**src/bmh_pkg.sv**
```systemverilog
// bmh_pkg: shared constants, codes and control types of the binary max-heap
// used by bmh_ctrl, bmh_dp and binary_max_heap; depends on nothing
package bmh_pkg;

   localparam int DEPTH       = 1024;
   localparam int ADDR_W      = $clog2(DEPTH);
   localparam int POS_W       = $clog2(DEPTH + 1);
   localparam int KEY_W       = 32;
   localparam int FIELD_W     = 11;
   localparam int CMP_W       = (POS_W > FIELD_W) ? POS_W : FIELD_W;
   localparam int STATUS_W    = 2;
   localparam int REQ_TDATA_W = 48;
   localparam int RSP_TDATA_W = 56;

   typedef enum logic {
      REQ_INSERT = 1'b0,
      REQ_DELETE = 1'b1
   } req_kind_type;

   typedef enum logic [STATUS_W-1:0] {
      ST_OK   = 2'd0,
      ST_FULL = 2'd1,
      ST_BAD  = 2'd2
   } status_type;

   typedef enum logic [3:0] {
      S_IDLE,
      S_CHECK,
      S_DEL_LAST,
      S_DEL_PAR,
      S_UP_RD,
      S_UP_CMP,
      S_DN_RD,
      S_DN_LEFT,
      S_DN_RIGHT,
      S_DONE
   } state_type;

   // commands from the controller to the datapath
   typedef struct packed {
      logic capture;
      logic set_full;
      logic set_bad;
      logic drop_last;
      logic start_ins;
      logic start_del;
      logic load_key;
      logic rd_parent;
      logic rd_left;
      logic rd_right;
      logic save_left;
      logic wr_key_here;
      logic up_move;
      logic dn_move_left;
      logic dn_move_best;
   } dp_cmd_type;

   // status from the datapath to the controller
   typedef struct packed {
      logic is_insert;
      logic full;
      logic bad;
      logic del_last;
      logic here_root;
      logic no_child;
      logic has_right;
      logic key_gt_rd;
      logic rd_gt_key;
      logic best_gt_key;
   } dp_sts_type;

endpackage

```
**src/bmh_ctrl.sv**
```systemverilog
// bmh_ctrl: sequencer of the heap operations, at most one memory access per cycle
// depends on bmh_pkg; drives bmh_dp through dp_cmd_type
module bmh_ctrl (
   input  logic                clock,
   input  logic                reset,
   input  logic                req_tvalid,
   output logic                req_tready,
   output logic                rsp_tvalid,
   input  logic                rsp_tready,
   input  bmh_pkg::dp_sts_type sts,
   output bmh_pkg::dp_cmd_type cmd
);

   bmh_pkg::state_type state_ff;
   bmh_pkg::state_type state_in;

   always_ff @(posedge clock) begin
      if (reset) begin
         state_ff <= bmh_pkg::S_IDLE;
      end else begin
         state_ff <= state_in;
      end
   end

   // next state
   always_comb begin
      state_in = state_ff;
      case (state_ff)
         bmh_pkg::S_IDLE: begin
            if (req_tvalid) state_in = bmh_pkg::S_CHECK;
         end
         bmh_pkg::S_CHECK: begin
            if (sts.is_insert) begin
               state_in = sts.full ? bmh_pkg::S_DONE : bmh_pkg::S_UP_RD;
            end else if (sts.bad || sts.del_last) begin
               state_in = bmh_pkg::S_DONE;
            end else begin
               state_in = bmh_pkg::S_DEL_LAST;
            end
         end
         bmh_pkg::S_DEL_LAST: begin
            state_in = sts.here_root ? bmh_pkg::S_DN_RD : bmh_pkg::S_DEL_PAR;
         end
         bmh_pkg::S_DEL_PAR: begin
            state_in = sts.key_gt_rd ? bmh_pkg::S_UP_RD : bmh_pkg::S_DN_RD;
         end
         bmh_pkg::S_UP_RD: begin
            state_in = sts.here_root ? bmh_pkg::S_DONE : bmh_pkg::S_UP_CMP;
         end
         bmh_pkg::S_UP_CMP: begin
            state_in = sts.key_gt_rd ? bmh_pkg::S_UP_RD : bmh_pkg::S_DONE;
         end
         bmh_pkg::S_DN_RD: begin
            state_in = sts.no_child ? bmh_pkg::S_DONE : bmh_pkg::S_DN_LEFT;
         end
         bmh_pkg::S_DN_LEFT: begin
            if (sts.has_right) begin
               state_in = bmh_pkg::S_DN_RIGHT;
            end else begin
               state_in = sts.rd_gt_key ? bmh_pkg::S_DN_RD : bmh_pkg::S_DONE;
            end
         end
         bmh_pkg::S_DN_RIGHT: begin
            state_in = sts.best_gt_key ? bmh_pkg::S_DN_RD : bmh_pkg::S_DONE;
         end
         bmh_pkg::S_DONE: begin
            if (rsp_tready) state_in = bmh_pkg::S_IDLE;
         end
         default: state_in = bmh_pkg::S_IDLE;
      endcase
   end

   // outputs
   always_comb begin
      cmd        = '0;
      req_tready = 1'b0;
      rsp_tvalid = 1'b0;
      case (state_ff)
         bmh_pkg::S_IDLE: begin
            req_tready  = 1'b1;
            cmd.capture = req_tvalid;
         end
         bmh_pkg::S_CHECK: begin
            if (sts.is_insert) begin
               cmd.set_full  = sts.full;
               cmd.start_ins = !sts.full;
            end else if (sts.bad) begin
               cmd.set_bad = 1'b1;
            end else if (sts.del_last) begin
               cmd.drop_last = 1'b1;
            end else begin
               cmd.start_del = 1'b1;
            end
         end
         bmh_pkg::S_DEL_LAST: begin
            cmd.load_key  = 1'b1;
            cmd.rd_parent = !sts.here_root;
         end
         bmh_pkg::S_DEL_PAR: begin
            cmd.up_move = sts.key_gt_rd;
         end
         bmh_pkg::S_UP_RD: begin
            cmd.wr_key_here = sts.here_root;
            cmd.rd_parent   = !sts.here_root;
         end
         bmh_pkg::S_UP_CMP: begin
            cmd.up_move     = sts.key_gt_rd;
            cmd.wr_key_here = !sts.key_gt_rd;
         end
         bmh_pkg::S_DN_RD: begin
            cmd.wr_key_here = sts.no_child;
            cmd.rd_left     = !sts.no_child;
         end
         bmh_pkg::S_DN_LEFT: begin
            if (sts.has_right) begin
               cmd.save_left = 1'b1;
               cmd.rd_right  = 1'b1;
            end else begin
               cmd.dn_move_left = sts.rd_gt_key;
               cmd.wr_key_here  = !sts.rd_gt_key;
            end
         end
         bmh_pkg::S_DN_RIGHT: begin
            cmd.dn_move_best = sts.best_gt_key;
            cmd.wr_key_here  = !sts.best_gt_key;
         end
         bmh_pkg::S_DONE: begin
            rsp_tvalid = 1'b1;
         end
         default: begin
            cmd = '0;
         end
      endcase
   end

endmodule

```
**config.mk**
```make
export PLATFORM = sky130hd
export DESIGN_NAME = bmh_ctrl
export DESIGN_NICKNAME = d
export VERILOG_FILES = /design/src/bmh_pkg.sv /design/src/bmh_ctrl.sv
export SDC_FILE = /design/constraint.sdc
export NUM_CORES = 1
export LEC_CHECK = 0
export BUFFER_PORTS_ARGS = -buffer_cell sky130_fd_sc_hd__buf_2
export CORE_AREA = 4 4 41 43
export CTS_CLUSTER_SIZE = 8
export DETAILED_ROUTE_END_ITERATION = 7
export DIE_AREA = 0 0 45 47
export MAX_ROUTING_LAYER = met4
export PLACE_DENSITY_LB_ADDON = 0.25
export REMOVE_ABC_BUFFERS = 1
export SYNTH_ARGS = -nofsm -noshare
export SYNTH_HDL_FRONTEND = slang
export SYNTH_SLANG_ARGS = --single-unit
```
**constraint.sdc**
```tcl
create_clock -name clock -period 4.01 [get_ports clock]
set_input_delay 0.401 -clock clock [delete_from_list [all_inputs] [get_ports clock]]
set_output_delay 0.401 -clock clock [all_outputs]
set_load 0.05 [all_outputs]
```
==> results.md, run 1 <==
| Result | Reported |
| --- | --- |
| Share of post-route cells with drive strength above 1 | 0.346 |
| Standard cell core area | 1300 µm² |
| Area growth from synthesis to final layout | 27.4% |
| Bufs and invs on worst path | 2 |
| Post-synthesis average cell area | 6.96 µm² |
| Area of the die | 2120 µm² |
| CTS tree | yes |
| Arithmetic-cell share of the synthesized area counting full adders, half adders and majority gates | 0 |
| Register with the highest flop count | state_ff |
| Dominant combinational cell family by area after synthesis | simple AND/OR/NAND/NOR gates |
| Cell count of the worst hold path | 3 |
| Violation count after the first detailed-route iteration | 8 |
| Critical path data arrival time | 2.14 ns |
| Headroom to the max-slew limit | 0.576 |
| Clock Latency Late Sink | 0.24 ns |
| Tightest Hold Check Type | primary input to flop |
| Number of setup violations in the final report | 0 |
| Effective utilization at floorplan | 0.428 |
| DR vias | 681 |
| Final-stage net count | 123 |
| IO Count | 31 |
| Switching Power | 163 µW |
| Critical setup path kind | flop to primary output |
| Startpoint kind of the worst setup timing path | flop |
| Number of post-CTS setup repair buffers | 0 |
| Maximum vdd drop | 345 µV |
| Slew of the pin with the lowest slew margin | 0.635 ns |
| Gate family responsible for the most delay along the worst path | simple AND/OR/NAND/NOR gates |
| Maximum buffer depth of the clock tree | 2 |
| Final Cell Area | 709 µm² |
| YS warnings | 0 |
| Num rows | 13 |
| Post-layout min period | 2.54 ns |
| Routed length on met1 | 653 µm |
| Share of synthesized cell area in and, or, nand and nor gates | 0.483 |
| Number of stages on the worst setup path | 5 |
| Leak pwr | 0.000369 µW |
| Max-cap violations | 0 |
| Register area share after synthesis | 0.144 |
| Number of buffer cells added on primary ports | 30 |
| Switching Share | 0.533 |
| Hold_buf cts | 0 |
| Final core occ | 0.545 |
| Pin count of the biggest net entering global routing | 23 |
| Compound-gate portion of the synthesized area | 0.254 |
| Worst Skew | 0.00493 ns |
| Highest metal layer with signal wires | met4 |
| Max FFs per register | 4 |
| Global-route wire length before repair | 2.35 mm |
| Clock transition at the registers of the reported paths | 0.03 ns |
| FF-to-FF path depth | 4 |
| First-pass detailed-route iteration total | 4 |
| Hold slack | 0.456 ns |
| Multi-input gate area in the final layout | 419 µm² |
| PD cells | 430 nW/µm² |
| Final setup TNS | 0 ns |
| Internal power | 143 µW |
| Vias per Instance | 5.58 |
| Initial antenna violation count | 0 |
| Maximum fanout along the worst path | 22 |
| Cell with the largest stage delay on the worst path | sky130_fd_sc_hd__dfxtp_1 |
| Area of placed instances | 687 µm² |
| Number of global-route vias before repair | 564 |
| Period utilisation layout | 0.633 |
| Clock power share | 0.165 |
| Summed instance area of the synthesized netlist | 557 µm² |
| Routability congestion estimate | 0.788 |
| Cells after synthesis | 80 |
| Share of flip-flops with an asynchronous set or reset after synthesis | 0 |
| Antenna viol nets, final | 0 |
| Clock sinks | 4 |
| Unrepaired setup endpoints after global routing | false |
| Flip-flop and latch count after synthesis | 4 |
| Biggest registers after layout | state_ff: 4 flops |
| GRT overflow | 0 |
| Overall track demand over capacity in global routing | 0.150 |
| Share of the synthesized netlist area taken by xor and xnor gates | 0.0157 |
| Number of levels in the clock H-tree | 1 |
| CTS root buffer | sky130_fd_sc_hd__clkbuf_4 |
| Routed length on met2 | 696 µm |
| Result of the run | finished clean |
| Post-synth EDFFs | 0 |
| Post-synth top flop | sky130_fd_sc_hd__dfxtp_1 |
| DP Wirelength | 1.15 mm |
| Max incr delay on CP | 0.72 ns |
| Fin. max-slew vios | 0 |
| Hold Violations, Final | 0 |
| Height of the die | 47 µm |
| Met3 wire length | 91 µm |
| Routed Wire Length | 1.46 mm |
| Part of the total power dissipated in sequential elements | 0.259 |
| # fillers | 138 |
| # resized after CTS | 0 |
| Critical Path RT | 3.61 ns |
| Multiplexer share of the synthesized area | 0 |
| Number of distinct library cells after synthesis | 38 |
| Max Clock Freq | 394 MHz |
| Sequential cell area | 80.1 µm² |
| Average wire per cell in the routed design | 12.0 µm |
| Critical Path Sink Type | primary output |
| Fraction of power consumed by combinational cells | 0.577 |
| Width of the chip | 45 µm |
| Sequence of cells on the critical path | nor4b_2 -> nand2b_1 -> or3_1 -> inv_1 -> buf_2 |
| Cts bufs inserted | 3 |
| Count of antenna diodes in the layout | 0 |
| DR DRC count | 0 |
-- power groups by stage --
stage | Clock, µW | Combinational, µW | Sequential (µW)
floorplan | 0 | 139 | 70.5
global placement | 0 | 176 | 78.3
detailed placement | 0 | 176 | 79.2
CTS | 51.1 | 177 | 78.6
global route | 53.2 | 191 | 83.9
finish | 50.3 | 176 | 78.9
-- cell type report --
type,count,share of cell area
inverters,5,0.0265
repair buffers,30,0.212
well taps,15,0.0265
flip-flops and latches,4,0.113
multi-input cells,65,0.591
clock buffers,3,0.0317
-- Yosys cell counts, drive strengths merged (2+ instances only) --
cell    count  area, µm²
nor2        7       28.8
nor3        7       35.0
a21oi       6       30.0
inv         5       18.8
nand2       5       18.8
and3        4       25.0
buf         4       31.3
dfxtp       4       80.1
nor2b       4       25.0
a31oi       3       25.0
nor3b       3       27.5
and2        2       12.5
clkbuf      2       7.51
nand2b      2       12.5
nor4b       2       23.8
o21ai       2       10.0
o32a        2       20.0
or3         2       12.5
-- tightest hold or removal path: cells and delay by family --
kind	cells	cell delay, ns
AOI/OAI and AO/OA	2	0.15
buffers and inverters	1	0.08
-- routing by layer --
metal	GRT usage	vias up
li1	-	350
met1	0.198	309
met2	0.229	20
met3	0.0383	2
met4	0.0351	0
met5	-	-
-- layout by cell type, fill, tap and decap left out --
cell type and instances:
sky130_fd_sc_hd__a211o_1 1, sky130_fd_sc_hd__a211oi_1 1, sky130_fd_sc_hd__a21boi_0 1, sky130_fd_sc_hd__a21oi_1 6
sky130_fd_sc_hd__a221oi_1 1, sky130_fd_sc_hd__a2bb2oi_1 1, sky130_fd_sc_hd__a31oi_1 2, sky130_fd_sc_hd__a31oi_2 1
sky130_fd_sc_hd__and2_1 2, sky130_fd_sc_hd__and3_1 4, sky130_fd_sc_hd__and3b_1 1, sky130_fd_sc_hd__and4b_1 1
sky130_fd_sc_hd__buf_2 30, sky130_fd_sc_hd__clkbuf_4 3, sky130_fd_sc_hd__dfxtp_1 4, sky130_fd_sc_hd__inv_1 5
sky130_fd_sc_hd__nand2_1 5, sky130_fd_sc_hd__nand2b_1 2, sky130_fd_sc_hd__nand3_1 1, sky130_fd_sc_hd__nand3b_1 1
sky130_fd_sc_hd__nor2_1 6, sky130_fd_sc_hd__nor2_2 1, sky130_fd_sc_hd__nor2b_1 4, sky130_fd_sc_hd__nor3_1 7
sky130_fd_sc_hd__nor3b_1 2, sky130_fd_sc_hd__nor3b_2 1, sky130_fd_sc_hd__nor4_1 1, sky130_fd_sc_hd__nor4b_1 1
sky130_fd_sc_hd__nor4b_2 1, sky130_fd_sc_hd__nor4bb_1 1, sky130_fd_sc_hd__o211ai_1 1, sky130_fd_sc_hd__o21ai_0 2
sky130_fd_sc_hd__o31ai_1 1, sky130_fd_sc_hd__o32a_1 2, sky130_fd_sc_hd__or3_1 2, sky130_fd_sc_hd__xor2_1 1
-- through the flow --
step	worst slack (ns)	total power [µW]	std cells
after CTS	1.47	307	122
final	1.47	305	122
after detailed placement	1.73	255	119
after floorplan	0.939	210	74
after global routing	1.29	328	122
after global placement	1.78	254	119
-- path summary, 6_finish.rpt --
kind | from | to | slack (ns)
max | state_ff[0]$_SDFFE_PP0P_ | cmd[9] | 1.47
min reg2reg | state_ff[0]$_SDFFE_PP0P_ | state_ff[3]$_SDFFE_PP0P_ | 0.79
min | reset | state_ff[0]$_SDFFE_PP0P_ | 0.46
max reg2reg | state_ff[0]$_SDFFE_PP0P_ | state_ff[1]$_SDFFE_PP0P_ | 2.22
-- cell families (layout without fill, tap and decap cells) --
| kind of cell | after synthesis | count (layout) |
|---|---|---|
| compound gates | 20 | 20 |
| buf+inv | 11 | 38 |
| simple gates | 44 | 44 |
| xor+xnor | 1 | 1 |
| flops | 4 | 4 |
Note: power is estimated with default switching activity, not from simulation.
==> run 2: changes to the inputs <==
--- a/config.mk
+++ b/config.mk
@@ -5,11 +5,12 @@
 export SDC_FILE = /design/constraint.sdc
 export NUM_CORES = 1
 export LEC_CHECK = 0
+export ABC_AREA = 1
 export BUFFER_PORTS_ARGS = -buffer_cell sky130_fd_sc_hd__buf_2
-export CORE_AREA = 4 4 41 43
+export CORE_MARGIN = 4
+export CORE_UTILIZATION = 37
 export CTS_CLUSTER_SIZE = 8
 export DETAILED_ROUTE_END_ITERATION = 7
-export DIE_AREA = 0 0 45 47
 export MAX_ROUTING_LAYER = met4
 export PLACE_DENSITY_LB_ADDON = 0.25
 export REMOVE_ABC_BUFFERS = 1
==> constraint.sdc (replaced) <==
create_clock -name clock -period 2.31 [get_ports clock]
set_input_delay 0.231 -clock clock [delete_from_list [all_inputs] [get_ports clock]]
set_output_delay 0.231 -clock clock [all_outputs]
set_load 0.05 [all_outputs]
==> results.md, run 2 <==
| Result | Reported | Delta |
| --- | --- | --- |
| Result of the run | finished clean |  |
| Max Clock Freq | 566 MHz |  |
| Average wire per cell in the routed design | 9.07 µm | -24% |
| Leak pwr | 0.000465 µW | +26% |
| Number of post-CTS setup repair buffers | 0 | unchanged |
| Number of global-route vias before repair | 529 | -6.2% |
| Post-synth EDFFs | 0 | unchanged |
| Clock transition at the registers of the reported paths | 0.03 ns | about the same |
| Number of setup violations in the final report | 0 | unchanged |
| Fraction of power consumed by combinational cells | 0.736 | +0.159 |
| Share of post-route cells with drive strength above 1 | 0.316 | -0.0300 |
| Max-cap violations | 0 | unchanged |
| Critical path data arrival time | 1.54 ns | -0.60 ns |
| Initial antenna violation count | 0 | unchanged |
| Commonest cells in the synthesized netlist | sky130_fd_sc_hd__nand2_1 (24), sky130_fd_sc_hd__nor2_1 (24), sky130_fd_sc_hd__inv_1 (20) |  |
| Routed Wire Length | 1.34 mm | -8.0% |
| Cell Count Post-Placement | 145 | +22% |
| Max FFs per register | 4 | unchanged |
| IO Count | 31 | unchanged |
| Arithmetic-cell share of the synthesized area counting full adders, half adders and majority gates | 0 | unchanged |
| Flip-flop and latch count after synthesis | 4 | unchanged |
| Worst Skew | 0.00210 ns | -0.00283 ns |
| Global-route wire length before repair | 2.09 mm | -11% |
| Tightest Hold Check Type | primary input to flop |  |
| Fin. max-slew vios | 0 | unchanged |
| Register with the highest flop count | state_ff |  |
| Share of flip-flops with an asynchronous set or reset after synthesis | 0 | unchanged |
| Share of synthesized cell area in and, or, nand and nor gates | 0.588 | +0.105 |
| Cts bufs inserted | 3 | unchanged |
| Cells after synthesis | 101 | +26% |
| Critical Path RT | 2.08 ns | -1.53 ns |
| Hold slack | 0.201 ns | -0.255 ns |
| CTS tree | yes |  |
| Critical setup path kind | flop to primary output |  |
| Vias per Instance | 4.72 | -15% |
| Unrepaired setup endpoints after global routing | false |  |
| Compound-gate portion of the synthesized area | 0.0819 | -0.172 |
| Commonest cells after routing, fill and taps aside | sky130_fd_sc_hd__buf_2 (30), sky130_fd_sc_hd__nand2_1 (24), sky130_fd_sc_hd__nor2_1 (24), sky130_fd_sc_hd__inv_1 (20), sky130_fd_sc_hd__nand3_1 (6) |  |
| Register area share after synthesis | 0.159 | +0.0150 |
| GRT overflow | 0 | unchanged |
| Height of the die | 44.9 µm | -4.4% |
| Antenna viol nets, final | 0 | unchanged |
| Yosys top cell by area | sky130_fd_sc_hd__nand2_1 |  |
| Count of antenna diodes in the layout | 0 | unchanged |
| Startpoint kind of the worst setup timing path | flop |  |
| Area share of the leading cell type in the synthesized netlist | 0.179 | +0.0348 |
| DP Wirelength | 1.19 mm | +3.4% |
| Period utilisation layout | 0.765 |  |
| Part of the total power dissipated in sequential elements | 0.159 | -0.100 |
| Clock sinks | 4 | unchanged |
| Switching Share | 0.620 | +0.0868 |
| Area of the die | 2020 µm² | -4.6% |
| Share of the synthesized netlist area taken by xor and xnor gates | 0 | -0.0157 |
| Width of the chip | 44.9 µm | -0.19% |
| Final-stage net count | 149 | +21% |
| Maximum buffer depth of the clock tree | 2 | unchanged |
| Summed instance area of the synthesized netlist | 504 µm² | -9.4% |
| Final Cell Area | 688 µm² | -3.0% |
| Maximum fanout along the worst path | 4 | -82% |
| Headroom to the max-slew limit | 0.814 | +0.238 |
| Hold Violations, Final | 0 | unchanged |
| YS warnings | 0 | unchanged |
| Top post-synthesis cells by area | sky130_fd_sc_hd__nand2_1 (18%), sky130_fd_sc_hd__nor2_1 (18%), sky130_fd_sc_hd__dfxtp_1 (16%), sky130_fd_sc_hd__inv_1 (15%), sky130_fd_sc_hd__nand3_1 (6.0%) |  |
| Number of levels in the clock H-tree | 1 | unchanged |
| DR DRC count | 0 | unchanged |
| Overall track demand over capacity in global routing | 0.145 | -0.00530 |
| Internal power | 295 µW | +110% |
| Post-layout min period | 1.77 ns |  |
| Effective utilization at floorplan | 0.392 | -0.0355 |
| First-pass detailed-route iteration total | 4 | unchanged |
| Area of placed instances | 666 µm² | -3.1% |
| Standard cell core area | 1280 µm² | -1.3% |
| Post-synth top flop | sky130_fd_sc_hd__dfxtp_1 |  |
| PD cells | 1130 nW/µm² | +160% |
| Biggest registers after layout | state_ff: 4 flops |  |
| Dominant combinational cell family by area after synthesis | simple AND/OR/NAND/NOR gates |  |
| Clock power share | 0.105 | -0.060 |
| Most common cell after layout, fill and taps aside | sky130_fd_sc_hd__buf_2 |  |
| Pin count of the biggest net entering global routing | 7 | -70% |
| Hold_buf cts | 0 | unchanged |
| Slew of the pin with the lowest slew margin | 0.278 ns | -0.357 ns |
| CTS root buffer | sky130_fd_sc_hd__clkbuf_4 |  |
| Violation count after the first detailed-route iteration | 15 | +7 |
| # resized after CTS | 0 | unchanged |
| Clock Latency Late Sink | 0.23 ns | about the same |
| Post-synthesis average cell area | 4.99 µm² | -28% |
| Num rows | 13 | unchanged |
| Multiplexer share of the synthesized area | 0 | unchanged |
| Area growth from synthesis to final layout | 36.5% |  |
| Final core occ | 0.536 | -0.00965 |
| Number of distinct library cells after synthesis | 17 | -55% |
| Maximum vdd drop | 706 µV | +100% |
| DR vias | 699 | +2.6% |
| Filler-free cell count of the finished design | 148 | +21% |
| Critical Path Sink Type | primary output |  |
| Number of buffer cells added on primary ports | 30 | unchanged |
| Routability congestion estimate | 0.901 | +14% |
| Switching Power | 482 µW | +200% |
run 2: metal layers:
layer | global-route usage | vias up | part of all wire
met4 | 0.0877 | 0 | 0.0045
met5 | - | - | 0
met1 | 0.185 | 301 | 0.44
li1 | - | 375 | -
met2 | 0.218 | 21 | 0.45
met3 | 0.0159 | 2 | 0.10
run 2: cells by family (layout without fill, tap and decap cells):
logic type	after synthesis	after routing
AND/OR/NAND/NOR	68	68
flip-flops	4	4
buffers and inverters	22	54
AO/OA/AOI/OAI	7	7
run 2: worst paths after layout:
kind	start	to	slack, ns	depth (start not counted)
worst max-delay path	state_ff[1]$_SDFFE_PP0P_	cmd[3]	0.54	7
worst min-delay path	reset	state_ff[0]$_SDFFE_PP0P_	0.20	2
worst max register to register	state_ff[1]$_SDFFE_PP0P_	state_ff[2]$_SDFFE_PP0P_	1.09	7
worst min register to register	state_ff[3]$_SDFFE_PP0P_	state_ff[0]$_SDFFE_PP0P_	0.70	4
run 2: cell type report:
type	instances	area [µm²]
clock buffer	3	22.5
inverter	21	78.8
fill	146	597
multi-input combinational	75	338
sequential	4	80.1
tap	15	18.8
timing repair buffer	30	150
run 2: metrics by stage:
stage	total power [µW]	worst slack (ns)	TNS, ns
floorplan	575	-0.00505	-0.00505
global route	845	0.364	0
finish	777	0.544	0
detailed placement	698	0.788	0
CTS	787	0.533	0
global placement	693	0.807	0
run 2: power groups by stage:
stage          combinational [µW]  sequential (µW)  clock [µW]
3_3_place_gp                  571              122           0
4_1_cts                       576              123        88.0
5_1_grt                       625              128        92.1
2_1_floorplan                 455              120           0
3_5_place_dp                  574              124           0
6_report                      572              123        81.9
run 2: worst max-delay path: stages, from the launching register on:
cell and delay, ns:
sky130_fd_sc_hd__dfxtp_1 0.33, sky130_fd_sc_hd__nor2_1 0.23, sky130_fd_sc_hd__inv_1 0.10, sky130_fd_sc_hd__nor2_1 0.16, sky130_fd_sc_hd__nand2_1 0.07, sky130_fd_sc_hd__nand2_1 0.08
sky130_fd_sc_hd__or3b_1 0.10, sky130_fd_sc_hd__buf_2 0.25
==> run 3: changes to the inputs <==
--- a/config.mk
+++ b/config.mk
@@ -7,10 +7,10 @@
 export LEC_CHECK = 0
 export ABC_AREA = 1
 export BUFFER_PORTS_ARGS = -buffer_cell sky130_fd_sc_hd__buf_2
-export CORE_MARGIN = 4
-export CORE_UTILIZATION = 37
+export CORE_AREA = 4 4 41 43
 export CTS_CLUSTER_SIZE = 8
 export DETAILED_ROUTE_END_ITERATION = 7
+export DIE_AREA = 0 0 45 47
 export MAX_ROUTING_LAYER = met4
 export PLACE_DENSITY_LB_ADDON = 0.25
 export REMOVE_ABC_BUFFERS = 1
==> constraint.sdc (replaced) <==
create_clock -name clock -period 1.74 [get_ports clock]
set_input_delay 0.174 -clock clock [delete_from_list [all_inputs] [get_ports clock]]
set_output_delay 0.174 -clock clock [all_outputs]
set_load 0.05 [all_outputs]
==> results.md, run 3 (same netlist as run 2, synthesis figures left out) <==
| Result | Reported | Delta |
| --- | --- | --- |
| Critical Path Sink Type | primary output |  |
| Count of antenna diodes in the layout | 0 | unchanged |
| Critical Path RT | 1.57 ns | -0.51 ns |
| Max Clock Freq | 604 MHz |  |
| Startpoint kind of the worst setup timing path | flop |  |
| Initial antenna violation count | 0 | unchanged |
| Bufs and invs on worst path | 2 | unchanged |
| CTS tree | yes |  |
| Most numerous cell on the critical path | sky130_fd_sc_hd__nand2_2 |  |
| Maximum buffer depth of the clock tree | 2 | unchanged |
| Routability congestion estimate | 0.843 | -6.4% |
| # resized after CTS | 0 | unchanged |
| PD cells | 1500 nW/µm² | +33% |
| Height of the die | 47 µm | +4.6% |
| Max incr delay on CP | 0.39 ns | +0.06 ns |
| Clock sinks | 4 | unchanged |
| Cts bufs inserted | 3 | unchanged |
| Max-cap violations | 0 | unchanged |
| Number of buffer cells added on primary ports | 30 | unchanged |
| CTS root buffer | sky130_fd_sc_hd__clkbuf_4 |  |
| Tightest Hold Check Type | primary input to flop |  |
| Hold_buf cts | 0 | unchanged |
| Num rows | 13 | unchanged |
| DR vias | 705 | +0.86% |
| Area of placed instances | 666 µm² | unchanged |
| Hold Violations, Final | 0 | unchanged |
| Global-route wire length before repair | 2.35 mm | +13% |
| Cell with the largest stage delay on the worst path | sky130_fd_sc_hd__or3b_1 |  |
| Effective utilization at floorplan | 0.388 | -0.00491 |
| DP Wirelength | 1.27 mm | +7.0% |
| Maximum fanout along the worst path | 4 | unchanged |
| Vias per Instance | 4.76 | +0.86% |
| Commonest cells after routing, fill and taps aside | sky130_fd_sc_hd__buf_2 (27), sky130_fd_sc_hd__nand2_1 (23), sky130_fd_sc_hd__nor2_1 (22), sky130_fd_sc_hd__inv_1 (20) |  |
| Period utilisation layout | 0.951 |  |
| Number of levels in the clock H-tree | 1 | unchanged |
| Sequence of cells on the critical path | inv_2 -> nand2_2 -> nor2_2 -> nand2_2 -> nand2_1 -> or3b_1 -> buf_6 |  |
| Met1 Track Usage GR | 0.182 | -0.00328 |
| IO Count | 31 | unchanged |
| Slew of the pin with the lowest slew margin | 0.297 ns | +0.0185 ns |
| Max FFs per register | 4 | unchanged |
| # fillers | 141 | -3.4% |
| Number of global-route vias before repair | 597 | +13% |
| GRT overflow | 0 | unchanged |
| First-pass detailed-route iteration total | 4 | unchanged |
| Met3 track utilization from global routing | 0.0498 | +0.0339 |
| Area growth from synthesis to final layout | 40.9% |  |
| Final core occ | 0.546 | +0.0106 |
| Maximum vdd drop | 1020 µV | +44% |
| Antenna viol nets, final | 0 | unchanged |
| Gate family responsible for the most delay along the worst path | simple AND/OR/NAND/NOR gates |  |
| Critical setup path kind | flop to primary output |  |
| Routed Wire Length | 1.44 mm | +7.3% |
| Pin count of the biggest net entering global routing | 7 | unchanged |
| Number of post-CTS setup repair buffers | 0 | unchanged |
| Final Cell Area | 711 µm² | +3.3% |
| Overall track demand over capacity in global routing | 0.157 | +0.0117 |
| Final setup TNS | 0 ns | unchanged |
| Biggest registers after layout | state_ff: 4 flops |  |
| Result of the run | finished clean |  |
| Post-layout min period | 1.65 ns |  |
| Average wire per cell in the routed design | 9.74 µm | +7.3% |
| Area of the die | 2120 µm² | +4.8% |
| Sequential cell area | 83.8 µm² | +4.7% |
| Post-layout worst setup margin | 0.0855 ns | -0.458 ns |
| Multi-input gate area in the final layout | 345 µm² | +2.2% |
| Critical path data arrival time | 1.48 ns | -0.06 ns |
| Leak pwr | 0.000465 µW | about the same |
| Width of the chip | 45 µm | +0.19% |
| DP Worst Slack | 0.264 ns | -0.524 ns |
| Share of post-route cells with drive strength above 1 | 0.361 | +0.0451 |
| Register with the highest flop count | state_ff |  |
| Violation count after the first detailed-route iteration | 16 | +1 |
| Clock Latency Late Sink | 0.23 ns | about the same |
| Layer with the highest usage after global routing | met2 |  |
| Worst Skew | 0.00242 ns | +0.000321 ns |
| Standard cell core area | 1300 µm² | +1.3% |
| Fin. max-slew vios | 0 | unchanged |
| Met2 demand-to-capacity share in global routing | 0.271 | +0.0534 |
| Headroom to the max-slew limit | 0.802 | -0.0124 |
| Number of setup violations in the final report | 0 | unchanged |
| DR DRC count | 0 | unchanged |
| Most common cell after layout, fill and taps aside | sky130_fd_sc_hd__buf_2 |  |
| Clock transition at the registers of the reported paths | 0.03 ns | about the same |
| Final-stage net count | 149 | unchanged |
[run 3: cell count changes in the layout (fill, tap and decap cells not counted), sizes merged]
cell | before | now
clkbuf | 3 | 5
buf | 30 | 28
[run 3: metrics by stage]
step                cells  hold slack (ns)  total power, µW
floorplan             100            0.236              763
global placement      145            0.400              916
detailed placement    145            0.398              925
CTS                   148            0.150             1050
global route          148            0.148             1170
finish                148            0.154             1070
[run 3: routing by layer]
layer	share of wire	wire length, µm
met1	0.42	605
met2	0.45	653
met3	0.13	182
met4	0	0
met5	0	0
[run 3: path summary, 6_finish.rpt]
check	start	endpoint	slack (ns)	cells after the start
max reg2reg	state_ff[3]$_SDFFE_PP0P_	state_ff[0]$_SDFFE_PP0P_	0.50	7
min	reset	state_ff[0]$_SDFFE_PP0P_	0.15	2
max	state_ff[3]$_SDFFE_PP0P_	cmd[3]	0.09	7
min reg2reg	state_ff[3]$_SDFFE_PP0P_	state_ff[0]$_SDFFE_PP0P_	0.68	4
[run 3: final cells by class]
type                            instances  area share
Sequential cell                         4       0.118
Clock buffer                            3      0.0317
Timing Repair Buffer                   30       0.227
Inverter                               21       0.111
Multi-Input combinational cell         75       0.486
Tap cell                               15      0.0264
[run 3: report_power, final]
| part | internal (µW) | switching [µW] |
|---|---|---|
| combinational | 206 | 574 |
| sequential | 132 | 43.8 |
| clock | 77.0 | 36.0 |
